[config.mk]
export PLATFORM = sky130hd
export DESIGN_NAME = lru_node_cache_tags_unit
export DESIGN_NICKNAME = d
export VERILOG_FILES = /design/src/hdl/lnct_pkg.sv /design/src/hdl/lnct_ctrl.sv /design/src/hdl/lnct_dpath.sv /design/src/hdl/lru_node_cache_tags_unit.sv
export SDC_FILE = /design/constraint.sdc
export NUM_CORES = 2
export LEC_CHECK = 0
export ABC_CLOCK_PERIOD_IN_PS = 7100
export BUFFER_PORTS_ARGS = -buffer_cell sky130_fd_sc_hd__buf_2
export CAP_MARGIN = 5
export CORE_UTILIZATION = 55
export CTS_CLUSTER_DIAMETER = 50
export CTS_CLUSTER_SIZE = 24
export DETAILED_ROUTE_END_ITERATION = 10
export PLACE_DENSITY = 0.71
export SYNTH_ARGS = -nofsm -noshare
export SYNTH_HDL_FRONTEND = slang
export SYNTH_MEMORY_MAX_BITS = 65536
export SYNTH_SLANG_ARGS = --single-unit
[constraint.sdc]
create_clock -name clk_i -period 7.1 [get_ports clk_i]
set_clock_uncertainty 0.05 [all_clocks]
set_input_delay 0.355 -clock clk_i [delete_from_list [all_inputs] [get_ports clk_i]]
set_output_delay 0.355 -clock clk_i [all_outputs]
set_load 0.05 [all_outputs]
[src/hdl/lnct_pkg.sv]
// Shared types, codes and constants of the LRU node cache tag store.
package lnct_pkg;

  // Field widths
  localparam int unsigned CFG_W  = 7;
  localparam int unsigned IDX_W  = 16;
  localparam int unsigned KEY_W  = 64;
  localparam int unsigned SLOT_W = 6;

  // Capacity register reset value and smallest active capacity
  localparam logic [CFG_W-1:0] CAP_RESET = 7'd64;
  localparam logic [CFG_W-1:0] MIN_CAP   = 7'd16;

  typedef enum logic [1:0] {
    CMD_LOOKUP = 2'd0,
    CMD_INSERT = 2'd1,
    CMD_CLEAR  = 2'd2
  } lnct_cmd_e;

  typedef enum logic [3:0] {
    ST_RESET,
    ST_INIT,
    ST_IDLE,
    ST_DECODE,
    ST_CLEAR,
    ST_SEARCH,
    ST_DECIDE,
    ST_TOUCH,
    ST_EVICT,
    ST_EMIT_EV,
    ST_PLACE,
    ST_EMIT_EMPTY,
    ST_EMIT_HIT,
    ST_EMIT_NEW
  } ctl_state_e;

  typedef enum logic [2:0] {
    SCAN_CLEAR,
    SCAN_SEARCH,
    SCAN_TOUCH,
    SCAN_EVICT,
    SCAN_PLACE
  } scan_mode_e;

  typedef enum logic [1:0] {
    OUT_EMPTY,
    OUT_HIT,
    OUT_NEW,
    OUT_EVICT
  } out_kind_e;

  typedef struct packed {
    logic [1:0]       command;
    logic [IDX_W-1:0] first_x_index;
    logic [IDX_W-1:0] second_x_index;
    logic [IDX_W-1:0] first_scale_index;
    logic [IDX_W-1:0] second_scale_index;
  } lnct_in_t;

  typedef struct packed {
    logic              hit;
    logic              slot_valid;
    logic [SLOT_W-1:0] slot;
    logic              evicted_valid;
    logic [KEY_W-1:0]  victim_key;
    logic              last;
  } lnct_out_t;

  // Controller to datapath commands
  typedef struct packed {
    logic       load;
    logic       scan_start;
    scan_mode_e scan_mode;
    logic       count_dec;
    logic       out_load;
    out_kind_e  out_kind;
  } lnct_ctl_t;

  // Datapath to controller status
  typedef struct packed {
    logic is_clear;
    logic is_lookup;
    logic is_insert;
    logic bypass;
    logic hit;
    logic need_evict;
    logic last_evict;
    logic scan_done;
    logic out_free;
  } lnct_sts_t;

endpackage

[src/hdl/lnct_ctrl.sv]
// Sequencer of the tag store: orders scans, evictions and result beats.
module lnct_ctrl (
  input  logic                clk_i,
  input  logic                rst_ni,
  input  logic                in_valid_i,
  output logic                in_ready_o,
  input  lnct_pkg::lnct_sts_t sts_i,
  output lnct_pkg::lnct_ctl_t ctl_o
);
  import lnct_pkg::*;

  ctl_state_e state_q, state_d;

  // State register
  always_ff @(posedge clk_i or negedge rst_ni) begin
    if (!rst_ni) begin
      state_q <= ST_RESET;
    end else begin
      state_q <= state_d;
    end
  end

  // Next state
  always_comb begin
    state_d = state_q;
    unique case (state_q)
      ST_RESET: state_d = ST_INIT;
      ST_INIT: begin
        if (sts_i.scan_done) state_d = ST_IDLE;
      end
      ST_IDLE: begin
        if (in_valid_i) state_d = ST_DECODE;
      end
      ST_DECODE: begin
        if (sts_i.is_clear) begin
          state_d = ST_CLEAR;
        end else if ((!sts_i.is_lookup && !sts_i.is_insert) || sts_i.bypass) begin
          state_d = ST_EMIT_EMPTY;
        end else begin
          state_d = ST_SEARCH;
        end
      end
      ST_CLEAR: begin
        if (sts_i.scan_done) state_d = ST_EMIT_EMPTY;
      end
      ST_SEARCH: begin
        if (sts_i.scan_done) state_d = ST_DECIDE;
      end
      ST_DECIDE: begin
        if (sts_i.hit) begin
          state_d = ST_TOUCH;
        end else if (sts_i.is_lookup) begin
          state_d = ST_EMIT_EMPTY;
        end else if (sts_i.need_evict) begin
          state_d = ST_EVICT;
        end else begin
          state_d = ST_EMIT_NEW;
        end
      end
      ST_TOUCH: begin
        if (sts_i.scan_done) state_d = ST_EMIT_HIT;
      end
      ST_EVICT: begin
        if (sts_i.scan_done) state_d = ST_EMIT_EV;
      end
      ST_EMIT_EV: begin
        if (sts_i.out_free) state_d = sts_i.last_evict ? ST_PLACE : ST_EVICT;
      end
      ST_PLACE: begin
        if (sts_i.scan_done) state_d = ST_IDLE;
      end
      ST_EMIT_EMPTY, ST_EMIT_HIT: begin
        if (sts_i.out_free) state_d = ST_IDLE;
      end
      ST_EMIT_NEW: begin
        if (sts_i.out_free) state_d = ST_PLACE;
      end
      default: state_d = ST_RESET;
    endcase
  end

  // Outputs: start a scan on entry to a scan state, load a beat in emit states
  always_comb begin
    ctl_o            = '0;
    ctl_o.scan_mode  = SCAN_CLEAR;
    ctl_o.out_kind   = OUT_EMPTY;
    in_ready_o       = (state_q == ST_IDLE);
    ctl_o.load       = (state_q == ST_IDLE) && in_valid_i;

    if (state_d != state_q) begin
      unique case (state_d)
        ST_INIT, ST_CLEAR: begin
          ctl_o.scan_start = 1'b1;
          ctl_o.scan_mode  = SCAN_CLEAR;
        end
        ST_SEARCH: begin
          ctl_o.scan_start = 1'b1;
          ctl_o.scan_mode  = SCAN_SEARCH;
        end
        ST_TOUCH: begin
          ctl_o.scan_start = 1'b1;
          ctl_o.scan_mode  = SCAN_TOUCH;
        end
        ST_EVICT: begin
          ctl_o.scan_start = 1'b1;
          ctl_o.scan_mode  = SCAN_EVICT;
        end
        ST_PLACE: begin
          ctl_o.scan_start = 1'b1;
          ctl_o.scan_mode  = SCAN_PLACE;
        end
        default: ;
      endcase
    end

    unique case (state_q)
      ST_EMIT_EMPTY: begin
        ctl_o.out_load = sts_i.out_free;
        ctl_o.out_kind = OUT_EMPTY;
      end
      ST_EMIT_HIT: begin
        ctl_o.out_load = sts_i.out_free;
        ctl_o.out_kind = OUT_HIT;
      end
      ST_EMIT_NEW: begin
        ctl_o.out_load = sts_i.out_free;
        ctl_o.out_kind = OUT_NEW;
      end
      ST_EMIT_EV: begin
        ctl_o.out_load  = sts_i.out_free;
        ctl_o.count_dec = sts_i.out_free;
        ctl_o.out_kind  = OUT_EVICT;
      end
      default: ;
    endcase
  end

endmodule

[src/hdl/lnct_dpath.sv]
// Datapath of the tag store: key and recency memories, scan engine, result register.
module lnct_dpath #(
  parameter int unsigned CAPACITY = 64
) (
  input  logic                       clk_i,
  input  logic                       rst_ni,
  input  lnct_pkg::lnct_in_t         in_data_i,
  input  logic                       cfg_we_i,
  input  logic [lnct_pkg::CFG_W-1:0] cfg_data_i,
  input  lnct_pkg::lnct_ctl_t        ctl_i,
  output lnct_pkg::lnct_sts_t        sts_o,
  input  logic                       out_ready_i,
  output logic                       out_valid_o,
  output lnct_pkg::lnct_out_t        out_data_o
);
  import lnct_pkg::*;

  localparam int unsigned IW = $clog2(CAPACITY);
  localparam int unsigned CW = $clog2(CAPACITY + 1);
  localparam logic [IW-1:0] LastIdx = IW'(CAPACITY - 1);

  // Entry stores: key, and {valid, recency rank}
  logic [KEY_W-1:0] key_mem  [CAPACITY];
  logic [IW:0]      meta_mem [CAPACITY];

  logic [CFG_W-1:0] capacity_q;
  logic [KEY_W-1:0] key_q;
  logic [1:0]       cmd_q;
  logic [CW-1:0]    cap_q, cap_d;
  logic [CW-1:0]    count_q;

  logic             rd_busy_q;
  logic [IW-1:0]    rd_idx_q;
  scan_mode_e       mode_q;
  logic             s1_vld_q, s1_last_q;
  logic [IW-1:0]    s1_idx_q;
  logic [IW:0]      meta_rd_q;
  logic [KEY_W-1:0] key_rd_q;

  logic             hit_found_q, free_found_q, first_found_q;
  logic [IW-1:0]    hit_idx_q, hit_rank_q, free_idx_q, first_idx_q;
  logic [KEY_W-1:0] ev_key_q;

  logic             out_valid_q;
  lnct_out_t        out_q, out_d;

  logic             ent_valid, key_match, victim;
  logic [IW-1:0]    ent_rank, evict_rank, new_slot;
  logic             meta_we, key_we;
  logic [IW:0]      meta_wdata;

  // Capacity register
  always_ff @(posedge clk_i or negedge rst_ni) begin
    if (!rst_ni) begin
      capacity_q <= CAP_RESET;
    end else if (cfg_we_i) begin
      capacity_q <= cfg_data_i;
    end
  end

  // Clamp capacity: zero bypasses, small values act as the minimum, large ones as CAPACITY
  always_comb begin
    if (capacity_q == '0) begin
      cap_d = '0;
    end else if (capacity_q < MIN_CAP) begin
      cap_d = CW'(MIN_CAP);
    end else if (32'(capacity_q) > CAPACITY) begin
      cap_d = CW'(CAPACITY);
    end else begin
      cap_d = CW'(capacity_q);
    end
  end

  // Latch the item on an input beat
  always_ff @(posedge clk_i) begin
    if (ctl_i.load) begin
      key_q <= {in_data_i.second_scale_index, in_data_i.first_scale_index,
                in_data_i.second_x_index, in_data_i.first_x_index};
      cmd_q <= in_data_i.command;
      cap_q <= cap_d;
    end
  end

  // Entry count: zero on a clear sweep, up on placement, down per eviction
  always_ff @(posedge clk_i or negedge rst_ni) begin
    if (!rst_ni) begin
      count_q <= '0;
    end else if (ctl_i.scan_start && ctl_i.scan_mode == SCAN_CLEAR) begin
      count_q <= '0;
    end else if (ctl_i.scan_start && ctl_i.scan_mode == SCAN_PLACE) begin
      // The last eviction beat and the placement share an edge: net zero
      if (!ctl_i.count_dec) count_q <= count_q + CW'(1);
    end else if (ctl_i.count_dec) begin
      count_q <= count_q - CW'(1);
    end
  end

  // Scan engine: issue one read per cycle over all entries
  always_ff @(posedge clk_i or negedge rst_ni) begin
    if (!rst_ni) begin
      rd_busy_q <= 1'b0;
      rd_idx_q  <= '0;
      mode_q    <= SCAN_CLEAR;
      s1_vld_q  <= 1'b0;
      s1_last_q <= 1'b0;
      s1_idx_q  <= '0;
    end else begin
      if (ctl_i.scan_start) begin
        rd_busy_q <= 1'b1;
        rd_idx_q  <= '0;
        mode_q    <= ctl_i.scan_mode;
      end else if (rd_busy_q) begin
        rd_idx_q <= rd_idx_q + IW'(1);
        if (rd_idx_q == LastIdx) rd_busy_q <= 1'b0;
      end
      s1_vld_q  <= rd_busy_q;
      s1_last_q <= (rd_idx_q == LastIdx);
      s1_idx_q  <= rd_idx_q;
    end
  end

  // Memories: write back at the data stage, registered read at the scan pointer
  always_ff @(posedge clk_i) begin
    if (meta_we) meta_mem[s1_idx_q] <= meta_wdata;
    if (key_we) key_mem[s1_idx_q] <= key_q;
    meta_rd_q <= meta_mem[rd_idx_q];
    key_rd_q  <= key_mem[rd_idx_q];
  end

  assign ent_valid  = meta_rd_q[IW];
  assign ent_rank   = meta_rd_q[IW-1:0];
  assign key_match  = ent_valid && (key_rd_q == key_q);
  assign evict_rank = IW'(count_q - CW'(1));
  assign victim     = ent_valid && (ent_rank == evict_rank);
  assign new_slot   = first_found_q ? first_idx_q : free_idx_q;

  // Data stage write-back per scan mode
  always_comb begin
    meta_we    = 1'b0;
    meta_wdata = '0;
    key_we     = 1'b0;
    if (s1_vld_q) begin
      unique case (mode_q)
        SCAN_CLEAR: begin
          meta_we = 1'b1;
        end
        SCAN_TOUCH: begin
          if (s1_idx_q == hit_idx_q) begin
            meta_we    = 1'b1;
            meta_wdata = {1'b1, {IW{1'b0}}};
          end else if (ent_valid && ent_rank < hit_rank_q) begin
            meta_we    = 1'b1;
            meta_wdata = {1'b1, ent_rank + IW'(1)};
          end
        end
        SCAN_EVICT: begin
          meta_we = victim;
        end
        SCAN_PLACE: begin
          if (s1_idx_q == new_slot) begin
            meta_we    = 1'b1;
            meta_wdata = {1'b1, {IW{1'b0}}};
            key_we     = 1'b1;
          end else if (ent_valid) begin
            meta_we    = 1'b1;
            meta_wdata = {1'b1, ent_rank + IW'(1)};
          end
        end
        default: ;
      endcase
    end
  end

  // Search and eviction findings
  always_ff @(posedge clk_i or negedge rst_ni) begin
    if (!rst_ni) begin
      hit_found_q   <= 1'b0;
      free_found_q  <= 1'b0;
      first_found_q <= 1'b0;
      hit_idx_q     <= '0;
      hit_rank_q    <= '0;
      free_idx_q    <= '0;
      first_idx_q   <= '0;
    end else if (ctl_i.scan_start && ctl_i.scan_mode == SCAN_SEARCH) begin
      hit_found_q   <= 1'b0;
      free_found_q  <= 1'b0;
      first_found_q <= 1'b0;
    end else if (s1_vld_q) begin
      if (mode_q == SCAN_SEARCH) begin
        if (key_match && !hit_found_q) begin
          hit_found_q <= 1'b1;
          hit_idx_q   <= s1_idx_q;
          hit_rank_q  <= ent_rank;
        end
        if (!ent_valid && !free_found_q) begin
          free_found_q <= 1'b1;
          free_idx_q   <= s1_idx_q;
        end
      end
      if (mode_q == SCAN_EVICT && victim && !first_found_q) begin
        first_found_q <= 1'b1;
        first_idx_q   <= s1_idx_q;
      end
    end
  end

  // Capture the evicted key
  always_ff @(posedge clk_i) begin
    if (s1_vld_q && mode_q == SCAN_EVICT && victim) ev_key_q <= key_rd_q;
  end

  // Build a result beat
  always_comb begin
    out_d = '0;
    unique case (ctl_i.out_kind)
      OUT_EMPTY: begin
        out_d.last = 1'b1;
      end
      OUT_HIT: begin
        out_d.hit        = 1'b1;
        out_d.slot_valid = 1'b1;
        out_d.slot       = SLOT_W'(hit_idx_q);
        out_d.last       = 1'b1;
      end
      OUT_NEW: begin
        out_d.slot_valid = 1'b1;
        out_d.slot       = SLOT_W'(new_slot);
        out_d.last       = 1'b1;
      end
      OUT_EVICT: begin
        out_d.slot_valid    = 1'b1;
        out_d.slot          = SLOT_W'(new_slot);
        out_d.evicted_valid = 1'b1;
        out_d.victim_key    = ev_key_q;
        out_d.last          = (count_q == cap_q);
      end
      default: ;
    endcase
  end

  // Output register: hold a beat until taken
  always_ff @(posedge clk_i or negedge rst_ni) begin
    if (!rst_ni) begin
      out_valid_q <= 1'b0;
    end else if (ctl_i.out_load) begin
      out_valid_q <= 1'b1;
    end else if (out_ready_i) begin
      out_valid_q <= 1'b0;
    end
  end

  always_ff @(posedge clk_i) begin
    if (ctl_i.out_load) out_q <= out_d;
  end

  assign out_valid_o = out_valid_q;
  assign out_data_o  = out_q;

  // Status to the sequencer
  always_comb begin
    sts_o            = '0;
    sts_o.is_clear   = (cmd_q == CMD_CLEAR);
    sts_o.is_lookup  = (cmd_q == CMD_LOOKUP);
    sts_o.is_insert  = (cmd_q == CMD_INSERT);
    sts_o.bypass     = (cap_q == '0);
    sts_o.hit        = hit_found_q;
    sts_o.need_evict = (count_q >= cap_q) && (count_q != '0);
    sts_o.last_evict = (count_q == cap_q);
    sts_o.scan_done  = s1_vld_q && s1_last_q;
    sts_o.out_free   = !out_valid_q || out_ready_i;
  end

endmodule

[src/hdl/lru_node_cache_tags_unit.sv]
// Top level of the fully associative LRU tag store for grid-node results.
// A scan visits all CAPACITY entries, one per cycle. A hit runs a search and a touch
// scan; a new key on insert runs a search, one eviction scan per evicted entry, then a
// place scan. A lookup miss runs a search only, a clear one clearing scan, bypass none.
// One item at a time; a stalled result beat stretches the item by the stall.
// After reset a clearing pass runs before the first item is taken.
module lru_node_cache_tags_unit #(
  parameter int unsigned CAPACITY = 64
) (
  input  logic                       clk_i,
  input  logic                       rst_ni,
  input  logic                       in_valid_i,
  output logic                       in_ready_o,
  input  lnct_pkg::lnct_in_t         in_data_i,
  output logic                       out_valid_o,
  input  logic                       out_ready_i,
  output lnct_pkg::lnct_out_t        out_data_o,
  input  logic                       cfg_we_i,
  input  logic [lnct_pkg::CFG_W-1:0] cfg_data_i
);
  import lnct_pkg::*;

  lnct_ctl_t ctl;
  lnct_sts_t sts;

  // Sequencer
  lnct_ctrl u_ctrl (
    .clk_i      (clk_i),
    .rst_ni     (rst_ni),
    .in_valid_i (in_valid_i),
    .in_ready_o (in_ready_o),
    .sts_i      (sts),
    .ctl_o      (ctl)
  );

  // Storage and result path
  lnct_dpath #(
    .CAPACITY (CAPACITY)
  ) u_dpath (
    .clk_i       (clk_i),
    .rst_ni      (rst_ni),
    .in_data_i   (in_data_i),
    .cfg_we_i    (cfg_we_i),
    .cfg_data_i  (cfg_data_i),
    .ctl_i       (ctl),
    .sts_o       (sts),
    .out_ready_i (out_ready_i),
    .out_valid_o (out_valid_o),
    .out_data_o  (out_data_o)
  );

endmodule

==> impl_metrics.yaml <==
yosys:
  yosysWarnings: 0
  postSynthCellCount: 7436
  share_of_flip_flops_with_an_asynchronous_set_or_reset_pct: 1.31
  synth_seq_cells: 4890
  avg_synthesized_cell_area_um2: 24.9
  postSynthNetCount: 7530
  synth.cell_area_um2: 185000
  synth_edf_count: 4755
  synth.lib_cells_used.distinct: 76
  synth_top_flop_cell: "sky130_fd_sc_hd__edfxtp_1"
  sequential_element_share_of_the_synthesized_area_pct: 78.7
routing:
  routedWlPerCell_um: 37.9
  vias_per_inst: 6.83
  via_count: 87354
  drt_wl_total_um: 484000
  first_iter_violations: 13381
  firstDrtPassIters: 5
  drc: 0
  ant_nets: 0
sta:
  setup_tns_ps: 0
  finalSetupViolations: 0
  worstMarginPinSlew_ps: 1320
  grt_setup_unrepaired: "no"
  finalWorstPathRequiredPeriod_ps: 5460
  holdWs_ps: 33.1
  timing_max_transition_violations_final: 0
  hold_viol_final: 0
  fmax_mhz: 183
  timing.slew.headroom_pct: 11.7
  final_worst_path_period_share_pct: 77.0
clock_tree:
  post_cts_buffers: 0
  total_number_of_h_tree_levels: 5
  cts_inserted_buffers: 411
  cts_root_buffer: "sky130_fd_sc_hd__clkbuf_16"
  ctsLongestPathBuffers: 4
  cts_tree: "built"
  clock-sinks: 4890
  worstSkewPairLatency_ps: 1010
  clkTransAtPathRegs_ps: 80
floorplan:
  design.die.area_um2: 339000
  floorplan.die.height_um: 582
  die_w_um: 582
  io_pins: 154
  initial_utilization_pct: 55.4
  rows: 212
  core_area_um2: 334000
run_status:
  outcome: "completed"
power:
  cellInternalPower_mw: 53.5
  comb_power_share_pct: 25.7
  power.sequential.fraction_pct: 43.1
  leakage_power_nw: 65.1
  sw_frac_of_total_pct: 30.6
  p_switching_mw: 23.6
  clockPowerShare_pct: 31.2
  p_total_mw: 77.1
  power.density_cell_area_nw_per_um2: 368
  vdd.ir_drop.worst_uv: 401
worst_setup_path:
  critPathRequiredTime_ps: 7720
  endpoint_kind: "register"
  crit_family: "simple AND/OR/NAND/NOR gates"
  cp_cell_sequence: "mux2i_1, xnor2_1, nor4_1, nand3_1, or3_1, nor2_1, nand3b_1, nor2_4, buf_4"
  arrival_time_at_the_worst_endpoint_ps: 6080
  setup.worst_path.class: "reg -> reg"
  startpoint_kind_of_the_worst_setup_timing_path: "register"
  path_buf_inv: 1
  cp_slowest_stage_delay_ps: 1260
  critical-path-slowest-cell: "sky130_fd_sc_hd__nor2_4"
  crit_fanout: 17
global_routing:
  globalRouteTotalUtil_pct: 28.7
  globalRoute.totalOverflow: 0
  grt_pass1_wl_um: 677000
  antenna_found_initial: 43
  grt_start_max_net_pins: 145
  grt_pass1_vias: 85876
cells_and_area:
  layout_commonest_cell: "sky130_fd_sc_hd__edfxtp_1"
  nNetsFinal: 8114
  drive_gt1_share_pct: 33.7
  layout.filler_cells: 21293
  flow.area_growth_from_synthesis_pct: 13.2
  commonest_non_fill_non_tap_cells_in_the_layout: "4,755 x sky130_fd_sc_hd__edfxtp_1, 1,491 x sky130_fd_sc_hd__mux4_2, 416 x sky130_fd_sc_hd__clkbuf_16, 225 x sky130_fd_sc_hd__buf_4, 153 x sky130_fd_sc_hd__buf_2"
  design_area_um2: 210000
placed_design:
  placed_area_um2: 194000
  port_buffers: 153
  detailed_place_hpwl_um: 284000
  globalplace.congestion: 0.858
min_path:
  holdCritPathClass: "in -> async"
flow_run:
  maxCapViolCount: 0
cells in the mapped netlist, drive strengths merged, types with 8 or more instances:
library cell	count	area share, %
clkbuf	277	0.56
nand3	25	0.070
a21o	8	0.032
nand2	30	0.061
dfrtp	63	0.85
dfxtp	71	0.77
mux2i	15	0.081
xor2	65	0.31
ha	16	0.11
buf	114	0.26
nand4	15	0.054
and2	71	0.24
a21oi	9	0.030
and3	9	0.030
mux4	1491	18
nor4	18	0.061
nor2	116	0.24
nor3	65	0.18
inv	35	0.071
mux2	32	0.21
o21ai	20	0.054
edfxtp	4755	77
xnor2	23	0.11
nand2b	8	0.027
path summary, 6_finish.rpt:
| check | depth (start not counted) | to | slack [ps] | startpoint |
|---|---|---|---|---|
| max in group asynchronous | 3 | u_dpath.rd_idx_q[2] | 6240 | rst_ni |
| worst min register to register | 0 | u_dpath.ev_key_q[2] | 390 | u_dpath.key_rd_q[2] |
| min in group clk_i | 2 | u_dpath.key_q[49] | 40 | in_data_i[1] |
| worst min-delay path | 3 | u_dpath.count_q[3] | 30 | rst_ni |
| worst max-delay path | 9 | u_dpath.key_mem[11][13] | 1640 | u_dpath.first_found_q |
| worst max register to register | 9 | u_dpath.key_mem[11][13] | 1640 | u_dpath.first_found_q |
routing by layer:
metal  global-route usage [%]  vias to the layer above  routed length [µm]
met5                        0                        -                 102
met3                     5.53                      845               55000
met2                     45.0                     6000              233000
met4                     10.1                       16               18900
li1                         -                    33423                   -
met1                     41.0                    47070              177000
power groups by stage:
stage | sequential [mW] | clock [mW] | combinational [mW]
finish | 33.2 | 24.0 | 19.8
global route | 33.2 | 25.3 | 20.6
CTS | 33.2 | 24.3 | 20.0
detailed placement | 33.8 | 0 | 19.8
global placement | 33.8 | 0 | 19.7
floorplan | 33.7 | 0 | 12.8
worst reg2reg max path, delay by kind of cell (launching register included):
family	cells	cell delay (ps)
xor+xnor	1	140
buf+inv	1	460
flops	1	610
mux	1	350
simple gates	6	3530
metrics by stage:
| step | std cells | setup slack (ps) | util, % |
|---|---|---|---|
| 2_1_floorplan | 7436 | 1610 | - |
| 3_3_place_gp | 11894 | 1670 | 58.0 |
| 3_5_place_dp | 11895 | 1770 | 58.0 |
| 4_1_cts | 12768 | 1710 | 62.7 |
| 5_1_grt | 12772 | 1400 | 62.7 |
| 6_report | 12782 | 1640 | 62.7 |
cell families after synthesis:
kind of cell	share of synthesized area [%]
buf+inv	0.892
compound gates	0.304
simple gates	1.14
xor+xnor	0.416
flops	78.7
mux	18.4
fa+ha+maj	0.113
layout make-up:
type	count	area [µm²]	share of cell area (%)
sequential	4890	146000	69.6
multi-input combinational	2120	38300	18.3
clock buffer	439	10600	5.04
tap	4387	5490	2.62
timing repair buffer	562	5140	2.45
clock inverter	335	4090	1.95
inverter	35	136	0.0651
antenna	14	35.0	0.0167
timing repair:
action | in CTS | in global routing
hold endpoints to repair | 138 | 0
endpoints found under the setup margin | 0 | 0
resized for setup | 0 | 0
hold buffers | 99 | 0
flip-flops by register name, indices dropped and copies added (netlist names), 6 cells and up:
| signal | count |
|---|---|
| u_dpath.key_rd_q | 64 |
| u_dpath.hit_rank_q | 6 |
| u_dpath.s1_idx_q | 6 |
| u_dpath.ev_key_q | 64 |
| u_dpath.rd_idx_q | 6 |
| u_dpath.out_data_o | 74 |
| u_dpath.first_idx_q | 6 |
| u_dpath.meta_mem | 448 |
| u_dpath.count_q | 7 |
| u_dpath.key_q | 64 |
| u_dpath.meta_rd_q | 7 |
| u_dpath.cap_q | 7 |
| u_dpath.capacity_q | 7 |
| u_dpath.hit_idx_q | 6 |
| u_dpath.key_mem | 4096 |
| u_dpath.free_idx_q | 6 |
No activity file was read; power rests on OpenSTA's default activity.
